<file path="src/hdl/kmcc_pkg.sv">
// types, codes and constants shared by the knob menu countdown controller
package kmcc_pkg;

    localparam int TICK_W    = 16;
    localparam int HOURS_W   = 7;
    localparam int MINUTES_W = 6;
    localparam int TEMP_W    = 7;
    localparam int CFG_IDX_W = 1;
    localparam int CFG_DATA_W = 16;

    localparam logic [TEMP_W-1:0]    TEMP_MAX    = 7'd99;
    localparam logic [TEMP_W-1:0]    TEMP_RESET  = 7'd50;
    localparam logic [HOURS_W-1:0]   HOURS_CAP   = 7'd99;
    localparam logic [MINUTES_W-1:0] MINUTES_TOP = 6'd59;
    localparam logic [TICK_W-1:0]    TICKS_RESET = 16'd50;
    localparam logic [HOURS_W-1:0]   MAX_HOURS_RESET = 7'd12;

    // configuration register indexes
    localparam logic [CFG_IDX_W-1:0] CFG_TICKS_PER_COUNT = 1'd0;
    localparam logic [CFG_IDX_W-1:0] CFG_MAX_HOURS       = 1'd1;

    // encoder step codes
    localparam logic [1:0] STEP_UP   = 2'd1;
    localparam logic [1:0] STEP_DOWN = 2'd2;

    // codes seen on the result ports
    localparam logic [1:0] UI_IDLE  = 2'd0;
    localparam logic [1:0] UI_TEMP  = 2'd1;
    localparam logic [1:0] UI_HOURS = 2'd2;

    localparam logic [2:0] DB_NONE           = 3'd0;
    localparam logic [2:0] DB_MAYBE_PRESSED  = 3'd1;
    localparam logic [2:0] DB_PRESSED        = 3'd2;
    localparam logic [2:0] DB_MAYBE_RELEASED = 3'd3;
    localparam logic [2:0] DB_RELEASED       = 3'd4;

    typedef enum logic [2:0] {
        MODE_IDLE  = 3'b001,
        MODE_TEMP  = 3'b010,
        MODE_HOURS = 3'b100
    } mode_t;

    typedef enum logic [4:0] {
        PH_NONE           = 5'b00001,
        PH_MAYBE_PRESSED  = 5'b00010,
        PH_PRESSED        = 5'b00100,
        PH_MAYBE_RELEASED = 5'b01000,
        PH_RELEASED       = 5'b10000
    } phase_t;

    function automatic logic [1:0] mode_code(input mode_t m);
        logic [1:0] c;
        case (m)
            MODE_IDLE:  c = UI_IDLE;
            MODE_TEMP:  c = UI_TEMP;
            MODE_HOURS: c = UI_HOURS;
            default:    c = UI_IDLE;
        endcase
        return c;
    endfunction

    function automatic logic [2:0] phase_code(input phase_t p);
        logic [2:0] c;
        case (p)
            PH_NONE:           c = DB_NONE;
            PH_MAYBE_PRESSED:  c = DB_MAYBE_PRESSED;
            PH_PRESSED:        c = DB_PRESSED;
            PH_MAYBE_RELEASED: c = DB_MAYBE_RELEASED;
            PH_RELEASED:       c = DB_RELEASED;
            default:           c = DB_NONE;
        endcase
        return c;
    endfunction

endpackage

</file>
<file path="src/hdl/knob_menu_countdown_controller_unit.sv">
// Knob menu countdown controller: takes one 50 Hz tick item per cycle (button level and
// encoder step), counts an hours:minutes countdown down once every ticks_per_count ticks
// while the menu is idle, debounces the button, steps the menu on each debounced release
// and lets the encoder adjust the selected value. Each item is registered on entry and its
// result, the state after that tick, is registered on exit: the result reaches the outputs
// from the result register once the item leaves the entry register, and a new item can be
// accepted in every cycle while the result register drains. The input stalls only while an
// item waits in the entry register behind a result that is held by out_stall.
// Configuration writes are always accepted and take effect on the next item.
module knob_menu_countdown_controller_unit
(
    input  logic                                clk,
    input  logic                                rst_n,
    // tick items
    input  logic                                in_valid,
    output logic                                in_stall,
    input  logic                                button_level,
    input  logic [1:0]                          encoder_step,
    // results
    output logic                                out_valid,
    input  logic                                out_stall,
    output logic [1:0]                          ui_mode,
    output logic [kmcc_pkg::TEMP_W-1:0]         target_temp,
    output logic [kmcc_pkg::HOURS_W-1:0]        hours_left,
    output logic [kmcc_pkg::MINUTES_W-1:0]      minutes_left,
    output logic [2:0]                          debounce_phase,
    output logic                                countdown_running,
    // configuration writes
    input  logic                                cfg_valid,
    output logic                                cfg_ready,
    input  logic [kmcc_pkg::CFG_IDX_W-1:0]      cfg_index,
    input  logic [kmcc_pkg::CFG_DATA_W-1:0]     cfg_data
);

    // configuration
    logic [kmcc_pkg::TICK_W-1:0]    ticks_per_count_reg;
    logic [kmcc_pkg::HOURS_W-1:0]   max_hours_reg;

    // input stage
    logic                           s1_valid_reg;
    logic                           s1_button_reg;
    logic [1:0]                     s1_step_reg;

    // block state
    logic [kmcc_pkg::TICK_W-1:0]    tick_phase_reg;
    logic [kmcc_pkg::TICK_W-1:0]    tick_phase_next;
    kmcc_pkg::phase_t               button_phase_reg;
    kmcc_pkg::phase_t               button_phase_next;
    kmcc_pkg::mode_t                mode_reg;
    kmcc_pkg::mode_t                mode_next;
    logic [kmcc_pkg::TEMP_W-1:0]    temp_setting_reg;
    logic [kmcc_pkg::TEMP_W-1:0]    temp_setting_next;
    logic [kmcc_pkg::HOURS_W-1:0]   hours_count_reg;
    logic [kmcc_pkg::HOURS_W-1:0]   hours_count_next;
    logic [kmcc_pkg::MINUTES_W-1:0] minutes_count_reg;
    logic [kmcc_pkg::MINUTES_W-1:0] minutes_count_next;

    // result register
    logic                           out_valid_reg;
    logic [1:0]                     ui_mode_reg;
    logic [kmcc_pkg::TEMP_W-1:0]    target_temp_reg;
    logic [kmcc_pkg::HOURS_W-1:0]   hours_left_reg;
    logic [kmcc_pkg::MINUTES_W-1:0] minutes_left_reg;
    logic [2:0]                     debounce_phase_reg;
    logic                           countdown_running_reg;

    logic                           advance;
    logic                           s1_fire;

    assign advance   = !out_valid_reg || !out_stall;
    assign s1_fire   = s1_valid_reg && advance;
    assign in_stall  = s1_valid_reg && !advance;
    assign cfg_ready = 1'b1;

    always_comb
    begin
        logic [kmcc_pkg::HOURS_W-1:0]   hours_limit;
        logic [kmcc_pkg::HOURS_W-1:0]   hours_cd;
        logic [kmcc_pkg::MINUTES_W-1:0] minutes_cd;
        logic [kmcc_pkg::TICK_W:0]      phase_inc;

        hours_limit = (max_hours_reg < kmcc_pkg::HOURS_CAP) ? max_hours_reg
                                                            : kmcc_pkg::HOURS_CAP;

        // countdown, only on the phase-zero tick while idle
        hours_cd   = hours_count_reg;
        minutes_cd = minutes_count_reg;
        if ((tick_phase_reg == '0) && (mode_reg == kmcc_pkg::MODE_IDLE))
        begin
            if (minutes_count_reg != '0)
            begin
                minutes_cd = minutes_count_reg - 1'b1;
            end
            else if (hours_count_reg != '0)
            begin
                minutes_cd = kmcc_pkg::MINUTES_TOP;
                hours_cd   = hours_count_reg - 1'b1;
            end
        end

        // debounce
        case (button_phase_reg)
            kmcc_pkg::PH_NONE:
                button_phase_next = s1_button_reg ? kmcc_pkg::PH_MAYBE_PRESSED
                                                  : kmcc_pkg::PH_NONE;
            kmcc_pkg::PH_MAYBE_PRESSED:
                button_phase_next = s1_button_reg ? kmcc_pkg::PH_PRESSED
                                                  : kmcc_pkg::PH_NONE;
            kmcc_pkg::PH_PRESSED:
                button_phase_next = s1_button_reg ? kmcc_pkg::PH_PRESSED
                                                  : kmcc_pkg::PH_MAYBE_RELEASED;
            kmcc_pkg::PH_MAYBE_RELEASED:
                button_phase_next = s1_button_reg ? kmcc_pkg::PH_PRESSED
                                                  : kmcc_pkg::PH_RELEASED;
            default:
                button_phase_next = s1_button_reg ? kmcc_pkg::PH_MAYBE_PRESSED
                                                  : kmcc_pkg::PH_NONE;
        endcase

        // menu steps on a debounced release
        mode_next = mode_reg;
        if (button_phase_next == kmcc_pkg::PH_RELEASED)
        begin
            case (mode_reg)
                kmcc_pkg::MODE_IDLE: mode_next = kmcc_pkg::MODE_TEMP;
                kmcc_pkg::MODE_TEMP: mode_next = kmcc_pkg::MODE_HOURS;
                default:             mode_next = kmcc_pkg::MODE_IDLE;
            endcase
        end

        // encoder adjusts the selected value, code three is no step
        temp_setting_next  = temp_setting_reg;
        hours_count_next   = hours_cd;
        minutes_count_next = minutes_cd;
        if (s1_step_reg == kmcc_pkg::STEP_UP)
        begin
            if (mode_next == kmcc_pkg::MODE_TEMP)
            begin
                if (temp_setting_reg < kmcc_pkg::TEMP_MAX)
                    temp_setting_next = temp_setting_reg + 1'b1;
            end
            else if (mode_next == kmcc_pkg::MODE_HOURS)
            begin
                if (hours_cd < hours_limit)
                    hours_count_next = hours_cd + 1'b1;
            end
        end
        else if (s1_step_reg == kmcc_pkg::STEP_DOWN)
        begin
            if (mode_next == kmcc_pkg::MODE_TEMP)
            begin
                if (temp_setting_reg != '0)
                    temp_setting_next = temp_setting_reg - 1'b1;
            end
            else if (mode_next == kmcc_pkg::MODE_HOURS)
            begin
                if (hours_cd != '0)
                    hours_count_next = hours_cd - 1'b1;
            end
        end

        // a count of zero wraps every tick, as does a count lowered below the phase
        phase_inc = {1'b0, tick_phase_reg} + 1'b1;
        if (phase_inc >= {1'b0, ticks_per_count_reg})
            tick_phase_next = '0;
        else
            tick_phase_next = phase_inc[kmcc_pkg::TICK_W-1:0];
    end

    always_ff @(posedge clk or negedge rst_n)
    begin
        if (!rst_n)
        begin
            ticks_per_count_reg <= kmcc_pkg::TICKS_RESET;
            max_hours_reg       <= kmcc_pkg::MAX_HOURS_RESET;
            s1_valid_reg        <= 1'b0;
            out_valid_reg       <= 1'b0;
            tick_phase_reg      <= '0;
            button_phase_reg    <= kmcc_pkg::PH_NONE;
            mode_reg            <= kmcc_pkg::MODE_IDLE;
            temp_setting_reg    <= kmcc_pkg::TEMP_RESET;
            hours_count_reg     <= '0;
            minutes_count_reg   <= '0;
        end
        else
        begin
            if (cfg_valid && cfg_ready)
            begin
                case (cfg_index)
                    kmcc_pkg::CFG_TICKS_PER_COUNT: ticks_per_count_reg <= cfg_data;
                    kmcc_pkg::CFG_MAX_HOURS:
                        max_hours_reg <= cfg_data[kmcc_pkg::HOURS_W-1:0];
                    default: ;
                endcase
            end

            if (in_valid && !in_stall)
                s1_valid_reg <= 1'b1;
            else if (s1_fire)
                s1_valid_reg <= 1'b0;

            if (advance)
                out_valid_reg <= s1_valid_reg;

            if (s1_fire)
            begin
                tick_phase_reg    <= tick_phase_next;
                button_phase_reg  <= button_phase_next;
                mode_reg          <= mode_next;
                temp_setting_reg  <= temp_setting_next;
                hours_count_reg   <= hours_count_next;
                minutes_count_reg <= minutes_count_next;
            end
        end
    end

    // payload registers
    always_ff @(posedge clk)
    begin
        if (in_valid && !in_stall)
        begin
            s1_button_reg <= button_level;
            s1_step_reg   <= encoder_step;
        end
        if (s1_fire)
        begin
            ui_mode_reg           <= kmcc_pkg::mode_code(mode_next);
            target_temp_reg       <= temp_setting_next;
            hours_left_reg        <= hours_count_next;
            minutes_left_reg      <= minutes_count_next;
            debounce_phase_reg    <= kmcc_pkg::phase_code(button_phase_next);
            countdown_running_reg <= (hours_count_next != '0) || (minutes_count_next != '0);
        end
    end

    assign out_valid         = out_valid_reg;
    assign ui_mode           = ui_mode_reg;
    assign target_temp       = target_temp_reg;
    assign hours_left        = hours_left_reg;
    assign minutes_left      = minutes_left_reg;
    assign debounce_phase    = debounce_phase_reg;
    assign countdown_running = countdown_running_reg;

`ifndef SYNTHESIS
    // the input side only waits on a held result
    a_stall_cause: assert property (@(posedge clk) disable iff (!rst_n)
        in_stall |-> (out_valid_reg && out_stall))
        else $error("input stalled without a held result");

    a_minutes_range: assert property (@(posedge clk) disable iff (!rst_n)
        out_valid_reg |-> (minutes_left_reg <= kmcc_pkg::MINUTES_TOP))
        else $error("minutes out of range");

    a_temp_range: assert property (@(posedge clk) disable iff (!rst_n)
        out_valid_reg |-> (target_temp_reg <= kmcc_pkg::TEMP_MAX))
        else $error("temperature out of range");

    // menu state only moves when an item is processed
    a_mode_hold: assert property (@(posedge clk) disable iff (!rst_n)
        !s1_fire |=> $stable(mode_reg))
        else $error("mode changed without an item");
`endif

endmodule

</file>
<file path="config.mk">
export PLATFORM = sky130hd
export DESIGN_NAME = knob_menu_countdown_controller_unit
export DESIGN_NICKNAME = d
export VERILOG_FILES = /design/src/hdl/kmcc_pkg.sv /design/src/hdl/knob_menu_countdown_controller_unit.sv
export SDC_FILE = /design/constraint.sdc
export NUM_CORES = 1
export LEC_CHECK = 0
export BUFFER_PORTS_ARGS = -buffer_cell sky130_fd_sc_hd__buf_2
export CORE_UTILIZATION = 26
export CTS_CLUSTER_SIZE = 25
export DETAILED_ROUTE_END_ITERATION = 8
export GPL_TIMING_DRIVEN = 0
export PLACE_DENSITY = 0.43
export SKIP_LAST_GASP = 1
export SYNTH_ARGS = -nofsm -noshare
export SYNTH_HDL_FRONTEND = slang
export SYNTH_SLANG_ARGS = --single-unit
</file>
<file path="constraint.sdc">
create_clock -name clk -period 5 [get_ports clk]
set_input_delay 1 -clock clk [delete_from_list [all_inputs] [get_ports clk]]
set_output_delay 1 -clock clk [all_outputs]
set_load 0.005 [all_outputs]
</file>
==> flow_results.org <==
** Outcome
- The run finished with clean final reports.

** Yosys
- The most common cell in the synthesized netlist is nand2_1.
- In this run the cell area of the synthesized design comes to 5920 um^2.
- After synthesis the netlist holds a flip-flop and latch count of 98.
- Of the synthesized area, sequential elements account for 0.441.
- Synthesis produced a netlist whose cell count is 613.
- Leading register cell type out of synthesis :: dfrtp_1
- Library cell with the largest summed area after synthesis :: dfrtp_1
- The Yosys step of the flow raised 0 warnings.
- Of the total synthesized cell area, the portion taken by XOR and XNOR cells is 0.0370.
- Async set-reset flop share out of synthesis :: 0.704
- Largest cells by area after synthesis :: dfrtp_1 (25%), edfxtp_1 (15%), ha_1 (7.0%), nand2_1 (6.1%), dfstp_2 (4.4%)
- Share of synthesized area spent on multiplexers :: 0.0406
- Ranked by instance count, the synthesized netlist is headed by nand2_1 (96), dfrtp_1 (59), o21ai_0 (45), nor2_1 (40), inv_1 (39).
- Nets in the synthesized netlist :: 671
- Synthesis instantiated 67 different standard cells from the library.
- Of the total synthesized cell area, the portion taken by AND, OR, NAND and NOR gates is 0.216.
- Compound-Gate Fraction of Synth Area :: 0.159
- Area share of fa/ha/maj cells after synthesis :: 0.0698
- Number of flops mapped to enable cells by yosys :: 29
- Of the post-synthesis cell area, the dominant cell type holds 0.250.
- Avg Synthesized Cell Area :: 9.65 um^2
- Largest family of logic cells by synthesized area :: simple AND/OR/NAND/NOR gates

** Worst setup path
- On the critical path, the stage with the largest delay is an instance of or4b_4.
- The worst setup path is of the flop to flop kind.
- STA classifies the critical path endpoint as a flop.
- Largest fanout on the critical path :: 10
- At the worst endpoint, the arrival time is 4.67 ns.
- The signal on the critical path passes through buf_6 > inv_1 > ha_1 > or4b_4 > o211a_1 > nand3_2 > nand2_1 > o21ai_1 > ha_1 > o21a_1 > o21ai_0 > o2bb2ai_1 > a311oi_2 > a311oi_4 > nand2_1 > xnor2_1 > a21oi_1 > nor4_1 > nand3_1.
- On the worst path, the slowest cell contributes a delay of 0.48 ns.
- STA classifies the critical path startpoint as a flop.
- Worst endpoint required time :: 5.09 ns

** Hold path
- Class of the worst hold path :: flop to flop

** Timing
- Total count of hold-check failures in the final report :: 0
- Fin crit period :: 4.59 ns
- Setup violations remaining at the end of the flow were counted as 0.
- Between clock sinks in the finished design, the worst skew comes to 0.0123 ns.
- Highest Clock Rate :: 218 MHz
- Final worst-path cycle share :: 0.918
- Total negative setup slack :: 0 ns
- Slew HR :: 0.418
- The number of max-slew violations in the final report came to 0.
- Actual slew at the worst max-slew pin :: 0.873 ns
- Unrepaired setup endpoints after global routing :: no

** Finish
- Footprint of the flip-flops and latches :: 2610 um^2
- Share of post-route cells with drive strength above 1 :: 0.190
- Layout Nets :: 737
- The filler cells instantiated in the layout total 2308.
- The multi-input combinational cells in the finished layout cover a total of 3100 um^2.
- The area growth from synthesis to layout is 17.0%.
- 0 antenna diodes ended up in the layout.
- Number of non-filler instances in the completed layout :: 964

** Clock tree
- Number of buffers added by the clock tree synthesis step :: 9
- Clock insertion delay at the later pin of the skew report :: 0.36 ns
- Buffers inserted to repair hold after CTS numbered 0.
- CTS built an H-tree with a depth of 3.
- Clock net sink count :: 98
- Clk buf depth :: 2
- TritonCTS built the clock tree.
- CTS root buf :: clkbuf_16
- Clock-pin slew was measured on the worst setup and hold paths at 0.06 ns.

** Power
- Internal power summed over all cells :: 1.87 mW
- The share of total power dissipated in sequential elements is 0.368.
- Part of the power in the clock network :: 0.274
- Summed over all nets, the switching power comes to 1.05 mW.
- Net switching share of the total power :: 0.361
- Summed over all cells, the static leakage comes to 3.04 nW.
- Power spread over the standard cell area amounts to 422 nW/um^2.
- Of the total power, combinational logic draws 0.358.
- Worst VDD drop :: 0.165 mV

** Detailed routing
- Dividing the detail-routed wire length by the instance count gives 15.4 um.
- Once detail routing completed, the nets flagged for antenna violations numbered 0.
- Initial DRC Count :: 293
- For this run, design rule violations remaining after detail routing come to 0.
- Total Wirelength :: 14800 um
- The pre-antenna-repair detailed-routing pass consisted of 6 iterations.
- The detailed router placed 4690 vias in this run.
- Drt via density :: 4.87

** Global routing
- Number of antenna violations at the first check in global routing :: 0
- Across every metal layer, demand over resource in global routing totals 0.133.
- First-pass GRT wire length :: 24700 um
- Entering global routing, the biggest net connects 54 pins.
- For this run the aggregate overflow at the end of global routing stands at 0.
- The via count of the first global-routing pass was 4666.

** Die
- Core box area :: 22100 um^2
- Width of the die :: 153 um
- Die Area :: 23400 um^2
- The floorplan has 54 rows.
- The floorplan step set the die height to 153 um.
- For this configuration, the core starts out at a cell density of 0.268.
- 54 I/O pins were placed.

** Job
- Max-cap violations :: 0

** Place
- At the end of routability-driven placement, the weighted congestion stood at 0.838.
- Buffers on Ports :: 52
- Placed wire-length estimate :: 11200 um
- In this run, placement finished with an instance count of 946.
timing repair:
action / 4_1_cts / 5_1_grt
setup endpoints to repair: 0 / 10
resized for setup: 0 / 3
endpoints found under the hold margin: 0 / 0
buffers inserted: 0 / 2
per-stage QoR:
step	cell area, um^2	hold slack (ns)	power (mW)	worst slack [ns]	util
after global placement	6530	0.478	2.10	0.00400	0.295
after floorplan	5920	0.457	1.81	0.934	-
after CTS	6900	0.510	2.94	0.00251	0.312
final	6920	0.500	2.92	0.412	0.313
after detailed placement	6560	0.502	2.12	0.0150	0.297
after global routing	6920	0.515	3.14	0.0541	0.313
worst max-delay path: cells and delay by family (launching register included):
kind	cells	cell delay, ns
xor gates and xnor gates	1	0.15
adders and majority gates	2	0.48
and+or+nand+nor	6	1.26
DFF	1	0.37
AOI/OAI and AO/OA	8	1.83
buffers and inverters	2	0.22
final timing paths:
| check | start | endpoint | slack (ns) | cells after the start |
|---|---|---|---|---|
| worst max register to register | hours_count_reg[0]$_DFFE_PN0P_ | countdown_running$_DFFE_PP_ | 0.41 | 19 |
| worst min-delay path | s1_valid_reg$_DFFE_PN0P_ | out_valid$_DFFE_PN0P_ | 0.50 | 1 |
| max in group asynchronous | rst_n | button_phase_reg[0]$_DFFE_PN1P_ | 3.87 | 2 |
| worst max-delay path | hours_count_reg[0]$_DFFE_PN0P_ | countdown_running$_DFFE_PP_ | 0.41 | 19 |
| worst min register to register | s1_valid_reg$_DFFE_PN0P_ | out_valid$_DFFE_PN0P_ | 0.50 | 1 |
| min in group asynchronous | rst_n | minutes_count_reg[2]$_DFFE_PN0P_ | 0.52 | 1 |
power by group through the flow:
| stage | clock, mW | combinational [mW] | sequential, mW |
|---|---|---|---|
| floorplan | 0 | 0.744 | 1.07 |
| global placement | 0 | 1.01 | 1.09 |
| detailed placement | 0 | 1.03 | 1.09 |
| CTS | 0.824 | 1.04 | 1.08 |
| global route | 0.860 | 1.18 | 1.10 |
| finish | 0.802 | 1.05 | 1.08 |
layout make-up:
cell class	instances	area share
multi-input combinational	462	0.448
sequential	98	0.377
tap	280	0.0506
timing repair buffer	55	0.0441
clock buffer	9	0.0325
inverter	39	0.0211
clock inverter	7	0.0170
buffer	14	0.00976
metal layers:
layer | GRT usage | wire length, um | vias up
met3 | 0.0269 | 469 | 17
met2 | 0.219 | 7010 | 101
met1 | 0.175 | 7120 | 2245
met4 | 0.0423 | 206 | 0
li1 | - | - | 2327
met5 | 0 | 0 | -
placed cells by master, fill, tap and decap left out, drive strengths merged, types with 4 or more instances in the layout:
cell,instances
o31ai,7
buf,59
xnor2,15
nand2,96
a21o,4
and3,9
nor2,40
nor2b,8
xor2,10
o21ai,45
dfrtp,59
dfstp,10
a31oi,10
nand4,9
nor4,11
edfxtp,29
nand3b,4
ha,33
nand3,29
nor3,10
o21a,6
or3,10
inv,39
a22o,15
clkbuf,19
and2,4
mux2i,6
a21oi,22
nand2b,8
mux2,16
cells by family (layout without fill, tap and decap cells):
kind of cell	Yosys count	in the layout
simple gates	249	249
fa+ha+maj	33	33
other cells	1	1
mux	22	22
xor+xnor	25	25
buf+inv	53	124
flops	98	98
compound gates	132	132
Power figures use the tool's default switching activity.
